<file path="src/hw/rtl/binary_semaphore_priority_wait_queue_assert.svh">
// Assertion macros of the semaphore wait queue controller.
`ifndef BINARY_SEMAPHORE_PRIORITY_WAIT_QUEUE_ASSERT_SVH
`define BINARY_SEMAPHORE_PRIORITY_WAIT_QUEUE_ASSERT_SVH

// Same-cycle implication, checked out of reset.
`define BSQ_ASSERT_NOW(label, ante, cons, msg) \
  label: assert property (@(posedge clk) disable iff (!rst_n) (ante) |-> (cons)) \
    else $error(msg);

// Next-cycle implication, checked out of reset.
`define BSQ_ASSERT_NEXT(label, ante, cons, msg) \
  label: assert property (@(posedge clk) disable iff (!rst_n) (ante) |=> (cons)) \
    else $error(msg);

`endif

</file>
<file path="src/hw/rtl/bsq_pkg.sv">
// Types, constants and helper functions of the semaphore wait queue.
`timescale 1ns / 1ps
package bsq_pkg;

  localparam int MAX_WAITERS_DEF = 8;
  localparam int TASK_COUNT      = 32;
  localparam int PRIORITY_LEVELS = 32;

  localparam int ID_W   = 5;
  localparam int PRIO_W = 5;
  localparam int PRIO_MAX = PRIORITY_LEVELS - 1;

  typedef enum logic [1:0] {
    MODE_TAKE   = 2'd0,
    MODE_GIVE   = 2'd1,
    MODE_REMOVE = 2'd2
  } bsq_mode_t;

  typedef enum logic [2:0] {
    STS_OK       = 3'd0,
    STS_NOWAIT   = 3'd1,
    STS_QUEUED   = 3'd2,
    STS_FULL     = 3'd3,
    STS_ALREADY  = 3'd4,
    STS_NOTFOUND = 3'd5
  } bsq_status_t;

  typedef enum logic [1:0] {
    OP_NONE,
    OP_INSERT,
    OP_REMOVE,
    OP_POP
  } bsq_cell_op_t;

  typedef enum logic {
    S_IDLE,
    S_APPLY
  } bsq_state_t;

  // Broadcast from the controller to every cell of the chain.
  typedef struct packed {
    logic               cap;
    bsq_cell_op_t       op;
    logic [ID_W-1:0]    task_id;
    logic [PRIO_W-1:0]  prio;
  } bsq_bcast_t;

  // Task id reduced modulo the task count, as a small constant table.
  function automatic logic [ID_W-1:0] reduce_task(input logic [ID_W-1:0] id);
    logic [ID_W-1:0] res;
    res = '0;
    for (int k = 0; k < (1 << ID_W); k++) begin
      if (id == ID_W'(k)) begin
        res = ID_W'(k % TASK_COUNT);
      end
    end
    return res;
  endfunction

  // Priority saturated to the most relaxed level.
  function automatic logic [PRIO_W-1:0] sat_prio(input logic [PRIO_W-1:0] p);
    logic [PRIO_W-1:0] res;
    res = p;
    if (9'(p) > 9'(PRIO_MAX)) begin
      res = PRIO_W'(PRIO_MAX);
    end
    return res;
  endfunction

endpackage

</file>
<file path="src/hw/rtl/bsq_cell.sv">
// One slot of the sorted wait queue, shifting entries with its neighbors.
`timescale 1ns / 1ps
module bsq_cell (
  input  logic                       clk,
  input  logic                       rst_n,
  input  logic                       clear,
  input  bsq_pkg::bsq_bcast_t        bcast,
  input  logic                       hit_in,
  input  logic                       l_le,
  input  logic                       l_occ,
  input  logic [bsq_pkg::ID_W-1:0]   l_id,
  input  logic [bsq_pkg::PRIO_W-1:0] l_prio,
  input  logic                       r_occ,
  input  logic [bsq_pkg::ID_W-1:0]   r_id,
  input  logic [bsq_pkg::PRIO_W-1:0] r_prio,
  output logic                       cell_occ,
  output logic [bsq_pkg::ID_W-1:0]   cell_id,
  output logic [bsq_pkg::PRIO_W-1:0] cell_prio,
  output logic                       cell_le,
  output logic                       hit_out
);
  import bsq_pkg::*;

  logic              occ_r, occ_nxt;
  logic [ID_W-1:0]   id_r, id_nxt;
  logic [PRIO_W-1:0] prio_r, prio_nxt;
  logic              match_r, match_nxt;
  logic              le_r, le_nxt;
  logic              hit;

  // A hit anywhere up to and including this slot means this slot pulls from the right.
  assign hit = hit_in | match_r;

  always_comb begin
    occ_nxt   = occ_r;
    id_nxt    = id_r;
    prio_nxt  = prio_r;
    match_nxt = match_r;
    le_nxt    = le_r;
    if (bcast.cap) begin
      match_nxt = occ_r && (id_r == bcast.task_id);
      le_nxt    = occ_r && (prio_r <= bcast.prio);
    end
    unique case (bcast.op)
      OP_NONE: begin
      end
      OP_INSERT: begin
        if (!le_r) begin
          if (l_le) begin
            occ_nxt  = 1'b1;
            id_nxt   = bcast.task_id;
            prio_nxt = bcast.prio;
          end else begin
            occ_nxt  = l_occ;
            id_nxt   = l_id;
            prio_nxt = l_prio;
          end
        end
      end
      OP_REMOVE: begin
        if (hit) begin
          occ_nxt  = r_occ;
          id_nxt   = r_id;
          prio_nxt = r_prio;
        end
      end
      OP_POP: begin
        occ_nxt  = r_occ;
        id_nxt   = r_id;
        prio_nxt = r_prio;
      end
    endcase
    if (clear) begin
      occ_nxt = 1'b0;
    end
  end

  always_ff @(posedge clk) begin
    if (!rst_n) begin
      occ_r   <= 1'b0;
      match_r <= 1'b0;
      le_r    <= 1'b0;
    end else begin
      occ_r   <= occ_nxt;
      match_r <= match_nxt;
      le_r    <= le_nxt;
    end
  end

  always_ff @(posedge clk) begin
    id_r   <= id_nxt;
    prio_r <= prio_nxt;
  end

  assign cell_occ  = occ_r;
  assign cell_id   = id_r;
  assign cell_prio = prio_r;
  assign cell_le   = le_r;
  assign hit_out   = hit;

endmodule

</file>
<file path="src/hw/rtl/bsq_ctrl.sv">
// Sequencer of the semaphore: token, waiter count, decisions and result register.
`timescale 1ns / 1ps
`include "binary_semaphore_priority_wait_queue_assert.svh"
module bsq_ctrl #(
  parameter int MAX_WAITERS = bsq_pkg::MAX_WAITERS_DEF
) (
  input  logic                     clk,
  input  logic                     rst_n,
  input  logic                     in_tvalid,
  output logic                     in_tready,
  input  logic [15:0]              in_tdata,
  input  logic [1:0]               in_tuser,
  output logic                     out_tvalid,
  input  logic                     out_tready,
  output logic [15:0]              out_tdata,
  input  logic                     cfg_valid,
  output logic                     cfg_ready,
  input  logic                     cfg_data,
  output bsq_pkg::bsq_bcast_t      bcast,
  output logic                     clear,
  input  logic                     found,
  input  logic [bsq_pkg::ID_W-1:0] head_id
);
  import bsq_pkg::*;

  localparam int CW = $clog2(MAX_WAITERS + 1);

  bsq_state_t        state_r, state_nxt;
  logic              token_r, token_nxt;
  logic [CW-1:0]     cnt_r, cnt_nxt;
  logic              out_valid_r, out_valid_nxt;

  bsq_mode_t         mode_r;
  logic [ID_W-1:0]   id_r;
  logic [PRIO_W-1:0] prio_r;
  logic              may_wait_r;

  bsq_status_t       sts_r;
  logic              wv_r;
  logic [ID_W-1:0]   wt_r;
  logic              tf_r;
  logic [3:0]        wtot_r;

  logic              accept;
  logic              commit;
  logic              cfg_wr;
  bsq_cell_op_t      op_sel;
  bsq_status_t       sts_sel;
  logic              wv_sel;
  logic [ID_W-1:0]   wt_sel;
  logic              tok_sel;
  logic [CW-1:0]     cnt_sel;
  logic [ID_W-1:0]   in_id;
  logic [PRIO_W-1:0] in_prio;

  assign cfg_ready = 1'b1;
  assign cfg_wr    = cfg_valid;
  assign clear     = cfg_wr;
  assign in_id     = reduce_task(in_tdata[4:0]);
  assign in_prio   = sat_prio(in_tdata[9:5]);

  // Decision for the item held in the command registers.
  always_comb begin
    op_sel  = OP_NONE;
    sts_sel = STS_OK;
    wv_sel  = 1'b0;
    wt_sel  = '0;
    tok_sel = token_r;
    cnt_sel = cnt_r;
    unique case (mode_r)
      MODE_TAKE: begin
        priority if (token_r) begin
          tok_sel = 1'b0;
        end else if (!may_wait_r) begin
          sts_sel = STS_NOWAIT;
        end else if (found) begin
          sts_sel = STS_ALREADY;
        end else if (cnt_r == CW'(MAX_WAITERS)) begin
          sts_sel = STS_FULL;
        end else begin
          op_sel  = OP_INSERT;
          sts_sel = STS_QUEUED;
          cnt_sel = CW'(cnt_r + 1'b1);
        end
      end
      MODE_GIVE: begin
        if (cnt_r != '0) begin
          op_sel  = OP_POP;
          wv_sel  = 1'b1;
          wt_sel  = head_id;
          tok_sel = 1'b0;
          cnt_sel = CW'(cnt_r - 1'b1);
        end else begin
          tok_sel = 1'b1;
        end
      end
      MODE_REMOVE: begin
        if (found) begin
          op_sel  = OP_REMOVE;
          cnt_sel = CW'(cnt_r - 1'b1);
        end else begin
          sts_sel = STS_NOTFOUND;
        end
      end
      default: begin
      end
    endcase
  end

  // Next state and handshake outputs.
  always_comb begin
    state_nxt     = state_r;
    token_nxt     = token_r;
    cnt_nxt       = cnt_r;
    in_tready     = 1'b0;
    accept        = 1'b0;
    commit        = 1'b0;
    out_valid_nxt = out_valid_r && !out_tready;
    bcast.cap     = 1'b0;
    bcast.op      = OP_NONE;
    bcast.task_id = id_r;
    bcast.prio    = prio_r;
    unique case (state_r)
      S_IDLE: begin
        in_tready     = 1'b1;
        accept        = in_tvalid;
        bcast.cap     = in_tvalid;
        bcast.task_id = in_id;
        bcast.prio    = in_prio;
        if (in_tvalid) begin
          state_nxt = S_APPLY;
        end
      end
      S_APPLY: begin
        // The result register must be free before the queue is changed.
        if (!out_valid_r || out_tready) begin
          commit        = 1'b1;
          bcast.op      = op_sel;
          token_nxt     = tok_sel;
          cnt_nxt       = cnt_sel;
          out_valid_nxt = 1'b1;
          state_nxt     = S_IDLE;
        end
      end
    endcase
    if (cfg_wr) begin
      token_nxt = cfg_data;
      cnt_nxt   = '0;
    end
  end

  always_ff @(posedge clk) begin
    if (!rst_n) begin
      state_r     <= S_IDLE;
      token_r     <= 1'b0;
      cnt_r       <= '0;
      out_valid_r <= 1'b0;
    end else begin
      state_r     <= state_nxt;
      token_r     <= token_nxt;
      cnt_r       <= cnt_nxt;
      out_valid_r <= out_valid_nxt;
    end
  end

  always_ff @(posedge clk) begin
    if (accept) begin
      mode_r     <= bsq_mode_t'(in_tuser);
      id_r       <= in_id;
      prio_r     <= in_prio;
      may_wait_r <= in_tdata[10];
    end
    if (commit) begin
      sts_r  <= sts_sel;
      wv_r   <= wv_sel;
      wt_r   <= wt_sel;
      tf_r   <= tok_sel;
      wtot_r <= 4'(cnt_sel);
    end
  end

  assign out_tvalid = out_valid_r;
  assign out_tdata  = {2'b00, wtot_r, tf_r, wt_r, wv_r, sts_r};

  `BSQ_ASSERT_NOW(a_token_no_waiters, token_r, cnt_r == '0, "token free while tasks wait")
  `BSQ_ASSERT_NOW(a_cnt_bound, 1'b1, cnt_r <= CW'(MAX_WAITERS), "waiter count over depth")
  `BSQ_ASSERT_NOW(a_woken_holds_token, out_valid_r && wv_r, !tf_r, "woken task left token free")
  `BSQ_ASSERT_NEXT(a_queued_grows, commit && sts_sel == STS_QUEUED && !cfg_wr, cnt_r == CW'($past(cnt_r) + 1'b1), "queued item did not grow the count")

endmodule

</file>
<file path="src/hw/rtl/binary_semaphore_priority_wait_queue.sv">
// Binary semaphore with a priority-sorted wait queue.
// Usage:
// Items enter on the in_ stream: in_tuser carries the operation (take, give,
// remove) and in_tdata the task id, its priority and the may-wait flag.
// Each item yields exactly one result beat on the out_ stream with a status,
// the woken task of a give, the token state and the number of waiters.
// The wait queue is a chain of cells, one per waiter slot, kept sorted by
// priority with first-come order among equals; inserts and removals shift
// entries between neighboring cells.
// Flow: the beat is accepted and the cells compare it against their entries
// as it is registered; in S_APPLY the chain shifts and the result is
// registered once the output register is free. No new item is taken until
// then, so in_tready stays low while an item waits in S_APPLY.
// When the receiver stalls, one finished result waits in the output register
// while the next item is accepted; that item then holds before the shift
// until the output register is free.
// Reset empties the queue and takes the token. A cfg_ beat makes the same clear and
// loads the token from cfg_data; the user must issue it only when idle (not enforced).
`timescale 1ns / 1ps
module binary_semaphore_priority_wait_queue #(
  parameter int MAX_WAITERS = bsq_pkg::MAX_WAITERS_DEF
) (
  input  logic        clk,
  input  logic        rst_n,
  input  logic        in_tvalid,
  output logic        in_tready,
  input  logic [15:0] in_tdata,   // task_id[4:0], task_priority[9:5], may_wait[10], zeros
  input  logic [1:0]  in_tuser,   // mode[1:0]
  output logic        out_tvalid,
  input  logic        out_tready,
  output logic [15:0] out_tdata,  // status[2:0], woken_valid[3], woken_task[8:4],
                                  // token_free[9], waiter_total[13:10], zeros
  input  logic        cfg_valid,
  output logic        cfg_ready,
  input  logic        cfg_data    // initial_available
);
  import bsq_pkg::*;

  bsq_bcast_t        bcast;
  logic              clear;
  logic              occ_w  [MAX_WAITERS];
  logic [ID_W-1:0]   id_w   [MAX_WAITERS];
  logic [PRIO_W-1:0] prio_w [MAX_WAITERS];
  logic              le_w   [MAX_WAITERS];
  logic              hit_w  [MAX_WAITERS+1];

  assign hit_w[0] = 1'b0;

  for (genvar i = 0; i < MAX_WAITERS; i++) begin : g_cell
    logic              l_le, l_occ, r_occ;
    logic [ID_W-1:0]   l_id, r_id;
    logic [PRIO_W-1:0] l_prio, r_prio;

    if (i == 0) begin : g_head
      assign l_le   = 1'b1;
      assign l_occ  = 1'b0;
      assign l_id   = '0;
      assign l_prio = '0;
    end else begin : g_left
      assign l_le   = le_w[i-1];
      assign l_occ  = occ_w[i-1];
      assign l_id   = id_w[i-1];
      assign l_prio = prio_w[i-1];
    end

    if (i == MAX_WAITERS - 1) begin : g_tail
      assign r_occ  = 1'b0;
      assign r_id   = '0;
      assign r_prio = '0;
    end else begin : g_right
      assign r_occ  = occ_w[i+1];
      assign r_id   = id_w[i+1];
      assign r_prio = prio_w[i+1];
    end

    bsq_cell u_cell (
      .clk       (clk),
      .rst_n     (rst_n),
      .clear     (clear),
      .bcast     (bcast),
      .hit_in    (hit_w[i]),
      .l_le      (l_le),
      .l_occ     (l_occ),
      .l_id      (l_id),
      .l_prio    (l_prio),
      .r_occ     (r_occ),
      .r_id      (r_id),
      .r_prio    (r_prio),
      .cell_occ  (occ_w[i]),
      .cell_id   (id_w[i]),
      .cell_prio (prio_w[i]),
      .cell_le   (le_w[i]),
      .hit_out   (hit_w[i+1])
    );
  end

  bsq_ctrl #(
    .MAX_WAITERS (MAX_WAITERS)
  ) u_ctrl (
    .clk        (clk),
    .rst_n      (rst_n),
    .in_tvalid  (in_tvalid),
    .in_tready  (in_tready),
    .in_tdata   (in_tdata),
    .in_tuser   (in_tuser),
    .out_tvalid (out_tvalid),
    .out_tready (out_tready),
    .out_tdata  (out_tdata),
    .cfg_valid  (cfg_valid),
    .cfg_ready  (cfg_ready),
    .cfg_data   (cfg_data),
    .bcast      (bcast),
    .clear      (clear),
    .found      (hit_w[MAX_WAITERS]),
    .head_id    (id_w[0])
  );

endmodule
</file>
<file path="config.mk">
export PLATFORM = sky130hd
export DESIGN_NAME = binary_semaphore_priority_wait_queue
export DESIGN_NICKNAME = d
export VERILOG_FILES = /design/src/hw/rtl/bsq_pkg.sv /design/src/hw/rtl/bsq_cell.sv /design/src/hw/rtl/bsq_ctrl.sv /design/src/hw/rtl/binary_semaphore_priority_wait_queue.sv
export VERILOG_INCLUDE_DIRS = /design/src /design/src/hw/rtl
export SDC_FILE = /design/constraint.sdc
export NUM_CORES = 1
export LEC_CHECK = 0
export BUFFER_PORTS_ARGS = -buffer_cell sky130_fd_sc_hd__buf_2
export CELL_PAD_IN_SITES_DETAIL_PLACEMENT = 1
export CELL_PAD_IN_SITES_GLOBAL_PLACEMENT = 1
export CORE_MARGIN = 2
export CORE_UTILIZATION = 40
export DETAILED_ROUTE_END_ITERATION = 10
export PLACE_DENSITY_LB_ADDON = 0.1
export SYNTH_ARGS = -nofsm -noshare
export SYNTH_HDL_FRONTEND = slang
export SYNTH_SLANG_ARGS = --single-unit
</file>
<file path="constraint.sdc">
create_clock -name clk -period 3.7 [get_ports clk]
set_input_delay 0.555 -clock clk [delete_from_list [all_inputs] [get_ports clk]]
set_output_delay 0.555 -clock clk [all_outputs]
set_load 0.03 [all_outputs]
</file>
Yosys cells after proc, flatten, opt, wreduce, memory -nomap -nowiden
Index checks and enable logic that the tools add are counted.

word-level totals
  output and inout bits = 19
  memories kept = 0
  bits in registers = 138
  input port bits = 24
  logic and storage cells = 331
  memory bits (read-only) = 0
  RAM bits = 0
  bits in latches = 0

operators by class
  shift operators = 0
  order comparisons = 8
  bitwise operators = 9
  divide/modulo/power cells = 0
  equality and inequality tests = 61
  reduce and logical (&&, ||, !) cells = 37
  add/subtract/negate cells = 2
  muxes and demuxes = 161
  multiply operators = 0

operators with widths
  kind                  count
  $mux W5               61
  $pmux W5 S3           16
  $eq A5 B5 Y1 const B  16
  $mux W4               14
  $eq A5 B4 Y1 const B  8
  $eq A5 B5 Y1          8
  $le A5 B5 Y1          8
  $mux W1               39
  $mux W3               8
  $pmux W1 S3           8
  $reduce_and A3 Y1     8
  $eq A5 B3 Y1 const B  4
  $mux W2               9
  $logic_and A1 B1 Y1   17
  $ne A2 B1 Y1 const B  8
  $ne A2 B2 Y1 const B  8
  $pmux W4 S3           1
  $eq A5 B2 Y1 const B  2
  $mux W10              1
  $or A1 B1 Y1          7
  $eq A2 B2 Y1 const B  3
  $pmux W2 S3           1
  $pmux W3 S2           1
  $reduce_and A2 Y1     3
  other kinds (14)      19

Depth between registers and ports, before layout
Gate-level depths: netlist (run 1).

  depth after elaboration = 36
  gate-level depth with buffers = 11

Modules after synthesis
From an unflattened synthesis (run 1), not the netlist that was laid out.

unflattened totals
  cell total of the unflattened synthesis = 816
  area, all modules = 8381.8 um^2

by module, submodules not included
  module                                sequential area each (um^2)  instances  area an instance (um^2)  cells each
  bsq_cell                              360.3                        8          828.3                    82
  bsq_ctrl                              950.9                        1          1747.9                   158
  binary_semaphore_priority_wait_queue  0.0                          1          7.5                      2

Least setup slack after synthesis (run 1)
Ideal clock, no wire load.

  path type = flip-flop to flip-flop
  start point = reg u_ctrl.state_r
  end point = reg g_cell[1].u_cell.le_r
  setup slack = 1.123 ns
  arrival = 2.515 ns
  clock period less this slack = 2.577 ns
  data required time = 3.637 ns
  buffers on the path = 2
  stages on the path, launching flop included = 11
  cells stage by stage = dfxtp_1 buf_6 buf_6 mux2i_1 ha_1 nor2b_1 o21ai_0 nand2b_1 a211oi_1 o2111ai_1 nand2_1

on the way
  longest elaborated chain between the ends = 3
  elaborated cells on any way between the ends = 4

RTL lines
  what                    RTL line         source
  start, declared         bsq_ctrl.sv:28   bsq_state_t state_r, state_nxt;
  start signal, assigned  bsq_ctrl.sv:159  state_r <= state_nxt;
  $mux W10                bsq_ctrl.sv:123  unique case (state_r)
  $le A5 B5 Y1            bsq_cell.sv:42   le_nxt = occ_r && (prio_r <= bcast.prio);
  $logic_and A1 B1 Y1     bsq_cell.sv:42
  end signal, assigned    bsq_cell.sv:86   le_r <= le_nxt;
  end, declared           bsq_cell.sv:28   logic le_r, le_nxt;

Parallel ways exist; a longest one is shown, timed or not.
A chain may end at the register's enable or synchronous reset.

Final worst setup path (run 1)
  start point = reg u_ctrl.cnt_r[1]
  end point = reg g_cell[6].u_cell.id_r[3], enable pin

on the way
  longest elaborated chain between the ends = 11
  elaborated cells on any way between the ends = 17

RTL lines
  what                                                   RTL line         source
  start, declared                                        bsq_ctrl.sv:30   logic [CW-1:0] cnt_r, cnt_nxt;
  start signal, assigned                                 bsq_ctrl.sv:161  cnt_r <= cnt_nxt;
  $eq A4 B4 Y1                                           bsq_ctrl.sv:78   end else if (cnt_r == CW'(MAX_WAITERS)) begin
  $mux W1                                                bsq_ctrl.sv:78
  $mux W2                                                bsq_ctrl.sv:76   end else if (found) begin
  $mux W2                                                bsq_ctrl.sv:74   end else if (!may_wait_r) begin
  $mux W2                                                bsq_ctrl.sv:72   priority if (token_r) begin
  $pmux W2 S3 *                                          bsq_ctrl.sv:70   unique case (mode_r)
  $mux W2 *                                              bsq_ctrl.sv:136  if (!out_valid_r || out_tready) begin
  $mux W2 *                                              bsq_ctrl.sv:123
  $eq A2 B2 Y1 or $eq A2 B1 Y1 (tied branches)           bsq_cell.sv:44   unique case (bcast.op)
  $ne A2 B1 Y1 (no source line) (tied with other cells)  --
  $reduce_and A3 Y1 (no source line) *                   --
  end signal, assigned                                   bsq_cell.sv:91   id_r <= id_nxt;
  end, declared                                          bsq_cell.sv:25   logic [ID_W-1:0] id_r, id_nxt;

Every way passes the cells marked *; elsewhere a longest branch is shown, timed or not.

==> results.py, run 1 <==
metrics = {
    "outcome": {
        "status": "finished clean",
    },
    "floorplan": {
        "dieWidth_um": 146.6,
        "dieArea_sq_um": 21500,
        "die_y_um": 146.6,
        "rows": 52,
        "core-area_sq_um": 20100,
        "start_util": 0.4048,
        "io-pin-count": 43,
    },
    "logic_synthesis": {
        "netlist_instances": 831,
        "ys.flop_type": "edfxtp_1",
        "synth_edf_count": 107,
        "synth-seq-area-share": 0.4710,
        "synth_common_cells": "149 x nand2_1, 129 x o21ai_0, 107 x edfxtp_1",
        "synth_top_area_cell": "edfxtp_1",
        "synth_top_area_share": 0.3948,
        "synthTopCellsByArea": "edfxtp_1 39%, o21ai_0 7.9%, dfxtp_1 7.6%",
        "syn_avg_cell_area_sq_um": 9.794,
        "yosys_register_bits": 138,
        "yosys_warnings": 0,
        "synth_most_common_cell": "nand2_1",
        "syn-cell-area_sq_um": 8139,
        "synthArstFlopShare": 0,
        "yosysUniqueCellTypes": 60,
    },
    "cts": {
        "tritoncts": "done",
        "cts_setup_buffers": 0,
        "cts_root_buf": "clkbuf_16",
        "hold_buffers": 0,
        "path_clk_slew_ps": 60,
        "clock_path_buffers": 2,
        "cts_resized": 0,
        "clock_latency_ps": 430,
        "cts_buffers": 17,
        "cts.sinks": 138,
        "h-tree-depth": 4,
    },
    "global_route": {
        "grt_overflow": 0,
        "groute.usage.overall": 0.2137,
        "grt_pass1_vias": 6653,
        "grt_max_degree": 61,
        "grt_pass1_wl_mm": 36.10,
        "antenna_found_initial": 0,
    },
    "route": {
        "vias_per_cell": 5.614,
        "final_antenna_net_count": 0,
        "first_pass_iters": 4,
        "num_vias": 6321,
        "wl_mm": 22.21,
        "wl_per_cell_um": 19.72,
        "drt_iter0_drc": 297,
        "drc": 0,
    },
    "critical_path": {
        "slowest_delay_ps": 670,
        "r2r_setup_slack_ps": 870,
        "worstReg2RegEnd": "g_cell[6].u_cell.cell_id[3]",
        "slowest_stage": "a22oi_2",
        "startpoint": "u_ctrl.cnt_r[1]",
        "r2r_cells": 7,
        "path_class": "flip-flop to flip-flop",
        "cp_cell_sequence": "inv_1, ha_1, nor3b_2, nand2b_4, a21oi_4, o21ai_0, a22oi_2",
        "arrival_ps": 2880,
        "cp.required_ps": 3760,
        "cp-end-kind": "flip-flop",
        "worst_setup_path_start_kind": "flip-flop",
        "crit_path_end": "g_cell[6].u_cell.cell_id[3]",
        "cp_max_fo": 20,
        "reg2reg_from": "u_ctrl.cnt_r[1]",
    },
    "timing": {
        "fin_tns_setup_ps": 0,
        "rsz0062_at_grt": "false",
        "fin_skew_ps": 11.59,
        "timing.final.crit_share": 0.7641,
        "setup_ws_ps": 872.8,
        "finalHoldViolations": 0,
        "worst_pin_slew_ps": 918.0,
        "max_freq_mhz": 353.7,
        "finalSetupViolCount": 0,
        "min_period_ps": 2827,
        "whs_ps": 306.5,
        "worst_slew_margin_rel": 0.3872,
        "timing.final.max_slew_violations": 0,
    },
    "min_path": {
        "hold_class": "primary input to flip-flop",
    },
    "pwr": {
        "power_leakage_nw": 3.098,
        "power_mw": 3.849,
        "powerDensity_nw_per_um2": 424.9,
        "max-vdd-ir-drop_mv": 0.3045,
    },
    "placement": {
        "place_area_sq_um": 8486,
        "gp_congestion": 0.8448,
        "numPortBuffers": 34,
        "dp_hpwl_mm": 15.87,
        "dp_slack_ps": 840.9,
    },
    "layout": {
        "layout-drive-gt1-share": 0.1297,
        "area_growth_pct": 11.31,
        "layout.nets": 909,
        "fillers": 2268,
        "post-route-cell-area_sq_um": 9060,
        "n_antenna_cell": 0,
    },
    "job": {
        "cap_violations": 0,
    },
}
[cell usage in the layout, fill, tap and decap left out, drive strengths merged, types with 18 or more instances in the layout]
cell type  Yosys  routed
edfxtp       107     107
nand2        150     150
xnor2         34      34
ha            42      42
nand3         22      22
buf           32      53
mux2i         24      24
a21oi         23      23
o21ai        138     138
clkbuf        29      18
nor2          35      35
dfxtp         31      31
[power breakdown]
group          switching [mW]  internal, mW
Clock                   0.704         0.993
Combinational           0.268         0.154
Sequential             0.0281          1.70
[area by class of cell]
class                      count  area [sq um]  share of cell area
multi-input combinational    618          3945              0.4354
timing repair buffer          53         312.8             0.03453
sequential                   138          3834              0.4231
clock inverter                14         145.1             0.01602
clock buffer                  18         429.2             0.04737
tap                          270         337.8             0.03729
inverter                      15         56.30            0.006215
[metal layers]
layer | global-route usage | wire, um | vias up
met5 | 0 | 0 | -
met4 | 0.06311 | 285 | 0
met3 | 0.03625 | 725 | 21
met2 | 0.3688 | 11040 | 102
met1 | 0.2756 | 10160 | 3175
li1 | - | - | 3023
[worst min path at each step]
stage,startpoint,endpoint,slack [ps],cells after the start
after CTS,in_tdata[10],u_ctrl.may_wait_r,290,1
after global routing,in_tdata[10],u_ctrl.may_wait_r,280,1
final,in_tuser[1],u_ctrl.mode_r[1],310,1
after global placement,g_cell[7].u_cell.match_r,g_cell[7].u_cell.match_r,470,2
after floorplan,g_cell[7].u_cell.cell_le,g_cell[7].u_cell.cell_le,440,2
after detailed placement,g_cell[7].u_cell.match_r,g_cell[7].u_cell.match_r,470,2
[metrics by stage]
step | std cells | util
6_report | 1126 | 0.4506
3_5_place_dp | 1094 | 0.4221
5_1_grt | 1126 | 0.4506
2_1_floorplan | 832 | -
4_1_cts | 1126 | 0.4506
3_3_place_gp | 1094 | 0.4221
[state kept, by name, summed over array words and instances, names as in the netlist, 5 cells and up]
| name | count |
|---|---|
| u_ctrl.wt_r | 5 |
| u_ctrl.id_r | 5 |
| u_ctrl.prio_r | 5 |
| g_cell.u_cell.cell_prio | 40 |
| g_cell.u_cell.cell_le | 8 |
| g_cell.u_cell.cell_occ | 8 |
| g_cell.u_cell.cell_id | 40 |
| g_cell.u_cell.match_r | 8 |
[kinds of logic after synthesis]
| family | after synthesis | synth area share |
|---|---|---|
| AND/OR/NAND/NOR | 274 | 0.1602 |
| AO/OA/AOI/OAI | 231 | 0.1728 |
| flip-flops | 138 | 0.4710 |
| buffers and inverters | 76 | 0.04519 |
| XOR/XNOR | 43 | 0.04627 |
| adder cells (fa/ha/maj) | 42 | 0.06457 |
| multiplexers | 25 | 0.03905 |
| other | 2 | 0.0009227 |
[critical path, delay by kind of cell, from the launching register on]
family | cells | cell delay [ps]
buf+inv | 1 | 70
flops | 1 | 440
fa+ha+maj | 1 | 230
compound gates | 3 | 1320
simple gates | 2 | 390
No activity file was read; power rests on OpenSTA's default activity.
==> run 2, diff against run 1 <==
clock period = 2.7 ns   (was 3.7 ns; I/O delays follow)
==> run 2 against run 1 <==
Worst setup slack worse by 670 ps. Clock skew fell by 3.3 ps. Largest power group is now clock. Final cell count up 1.5%. Largest cell class unchanged. Clock-buffer cell count stayed put. Hold slack got worse by 160 ps. Fmax up 13%. Critical endpoint is now g_cell[1].u_cell.cell_prio[2]. Design area up 2.9%. Sequential cell count unchanged.
==> results.py, run 2 (same netlist as run 1, synthesis figures left out) <==
metrics = {
    "outcome": {
        "status": "finished clean",
    },
    "layout": {
        "n_antenna_cell": 0,
        "layout-drive-gt1-share": 0.1466,
        "layout_common_cells": "149 x nand2_1, 129 x o21ai_0, 107 x edfxtp_1",
        "layout.nets": 926,
        "final_common_cell": "nand2_1",
        "area_growth_pct": 14.50,
        "layout.cells.non_filler": 1143,
    },
    "route": {
        "final_antenna_net_count": 0,
        "vias_per_cell": 5.571,
        "drt_iter0_drc": 290,
        "num_vias": 6368,
        "wl_per_cell_um": 19.57,
        "drc": 0,
        "wl_mm": 22.37,
        "first_pass_iters": 5,
    },
    "global_route": {
        "antenna_found_initial": 0,
        "grt_overflow": 0,
        "grt_pass1_wl_mm": 37.23,
        "groute.usage.overall": 0.2202,
        "met1_usage": 0.2891,
        "grt_max_degree": 68,
        "busiest_layer": "met2",
        "grt_pass1_vias": 6922,
        "grt_use_met3": 0.03313,
        "grt_use_met2": 0.3707,
    },
    "critical_path": {
        "worst_setup_path_start_kind": "flip-flop",
        "cp-end-kind": "flip-flop",
        "slowest_stage": "a21oi_1",
        "crit_family": "compound AO/OA/AOI/OAI gates",
        "cp.required_ps": 2820,
        "cp_max_fo": 11,
        "cp_cell_sequence": "nand2b_1, a21oi_1, nand2_2, a22oi_2, buf_4",
        "arrival_ps": 2620,
        "cp_num_buf_inv": 1,
        "path_class": "flip-flop to flip-flop",
        "slowest_delay_ps": 550,
    },
    "placement": {
        "place_inst": 1111,
        "dp_hpwl_mm": 16.25,
        "numPortBuffers": 34,
        "gp_congestion": 0.8065,
    },
    "floorplan": {
        "dieArea_sq_um": 21500,
        "io-pin-count": 43,
        "core-area_sq_um": 20100,
        "dieWidth_um": 146.6,
        "start_util": 0.4048,
        "die_y_um": 146.6,
        "rows": 52,
    },
    "timing": {
        "worst_pin_slew_ps": 881.1,
        "fin_tns_setup_ps": 0,
        "max_freq_mhz": 400.0,
        "fin_skew_ps": 8.281,
        "worst_slew_margin_rel": 0.4118,
        "timing.final.max_slew_violations": 0,
        "timing.final.crit_share": 0.9259,
        "finalHoldViolations": 0,
        "finalSetupViolCount": 0,
        "min_period_ps": 2500,
        "rsz0062_at_grt": "false",
    },
    "cts": {
        "clock_path_buffers": 2,
        "h-tree-depth": 4,
        "cts_buffers": 17,
        "tritoncts": "done",
        "clock_latency_ps": 430,
        "cts_setup_buffers": 0,
        "cts.sinks": 138,
        "hold_buffers": 0,
        "cts_resized": 0,
        "path_clk_slew_ps": 60,
        "cts_root_buf": "clkbuf_16",
    },
    "pwr": {
        "sw_frac_of_total": 0.2375,
        "power_mw": 5.624,
        "pwr-share-seq": 0.421,
        "max-vdd-ir-drop_mv": 0.3766,
        "power_leakage_nw": 3.253,
        "pwr-share-comb": 0.108,
        "power_frac_clock": 0.470,
        "powerDensity_nw_per_um2": 603.5,
        "internal_power_mw": 4.288,
        "switchingPower_mw": 1.336,
    },
    "job": {
        "cap_violations": 0,
    },
    "min_path": {
        "hold_class": "primary input to flip-flop",
    },
}
-- run 2: changes by cell type in the layout (fill, tap and decap cells not counted) --
cell,change
buf_4,+13
buf_12,+4
inv_6,-4
clkinv_2,+2
bufinv_16,+4
clkinvlp_4,-3
clkinv_4,+1
-- run 2: worst paths after layout --
| path | from | end | slack, ps | cells after the start |
|---|---|---|---|---|
| setup / recovery | u_ctrl.state_r | g_cell[1].u_cell.cell_prio[2] | 200 | 5 |
| hold / removal | in_tuser[0] | u_ctrl.mode_r[0] | 150 | 1 |
| setup reg to reg | u_ctrl.state_r | g_cell[1].u_cell.cell_prio[2] | 200 | 5 |
| hold reg to reg | g_cell[7].u_cell.match_r | g_cell[7].u_cell.match_r | 480 | 2 |
-- run 2: area by class of cell --
type                    instances  area (sq um)
clock buffers                  18         429.2
clock inverters                14         226.5
fillers                      2252         10790
inverters                      15         56.30
multi-input cells             618          3945
flip-flops and latches        138          3834
well taps                     270         337.8
repair buffers                 70         490.5
-- run 2: per-stage QoR --
stage | area, sq um | util | worst slack (ps) | hold WS (ps)
after floorplan | 8143 | - | 122.7 | 443.8
after global placement | 8663 | 0.4309 | 288.0 | 471.1
after detailed placement | 8663 | 0.4309 | 217.7 | 479.0
after CTS | 9319 | 0.4635 | 197.5 | 127.9
after global routing | 9319 | 0.4635 | 33.36 | 130.4
final | 9319 | 0.4635 | 200.0 | 146.7
-- run 2: routing by layer --
metal	wire (um)	share of wire	up-vias
met2	10940	0.49	98
met5	0	0	-
li1	-	-	3061
met1	10370	0.46	3183
met4	388	0.017	0
met3	676	0.030	26
-- run 2: power by group through the flow --
stage,registers (mW),logic (mW),clock network [mW]
floorplan,2.42,0.394,0
global placement,2.41,0.589,0
detailed placement,2.41,0.613,0
CTS,2.37,0.616,2.70
global route,2.37,0.671,2.77
finish,2.37,0.609,2.65
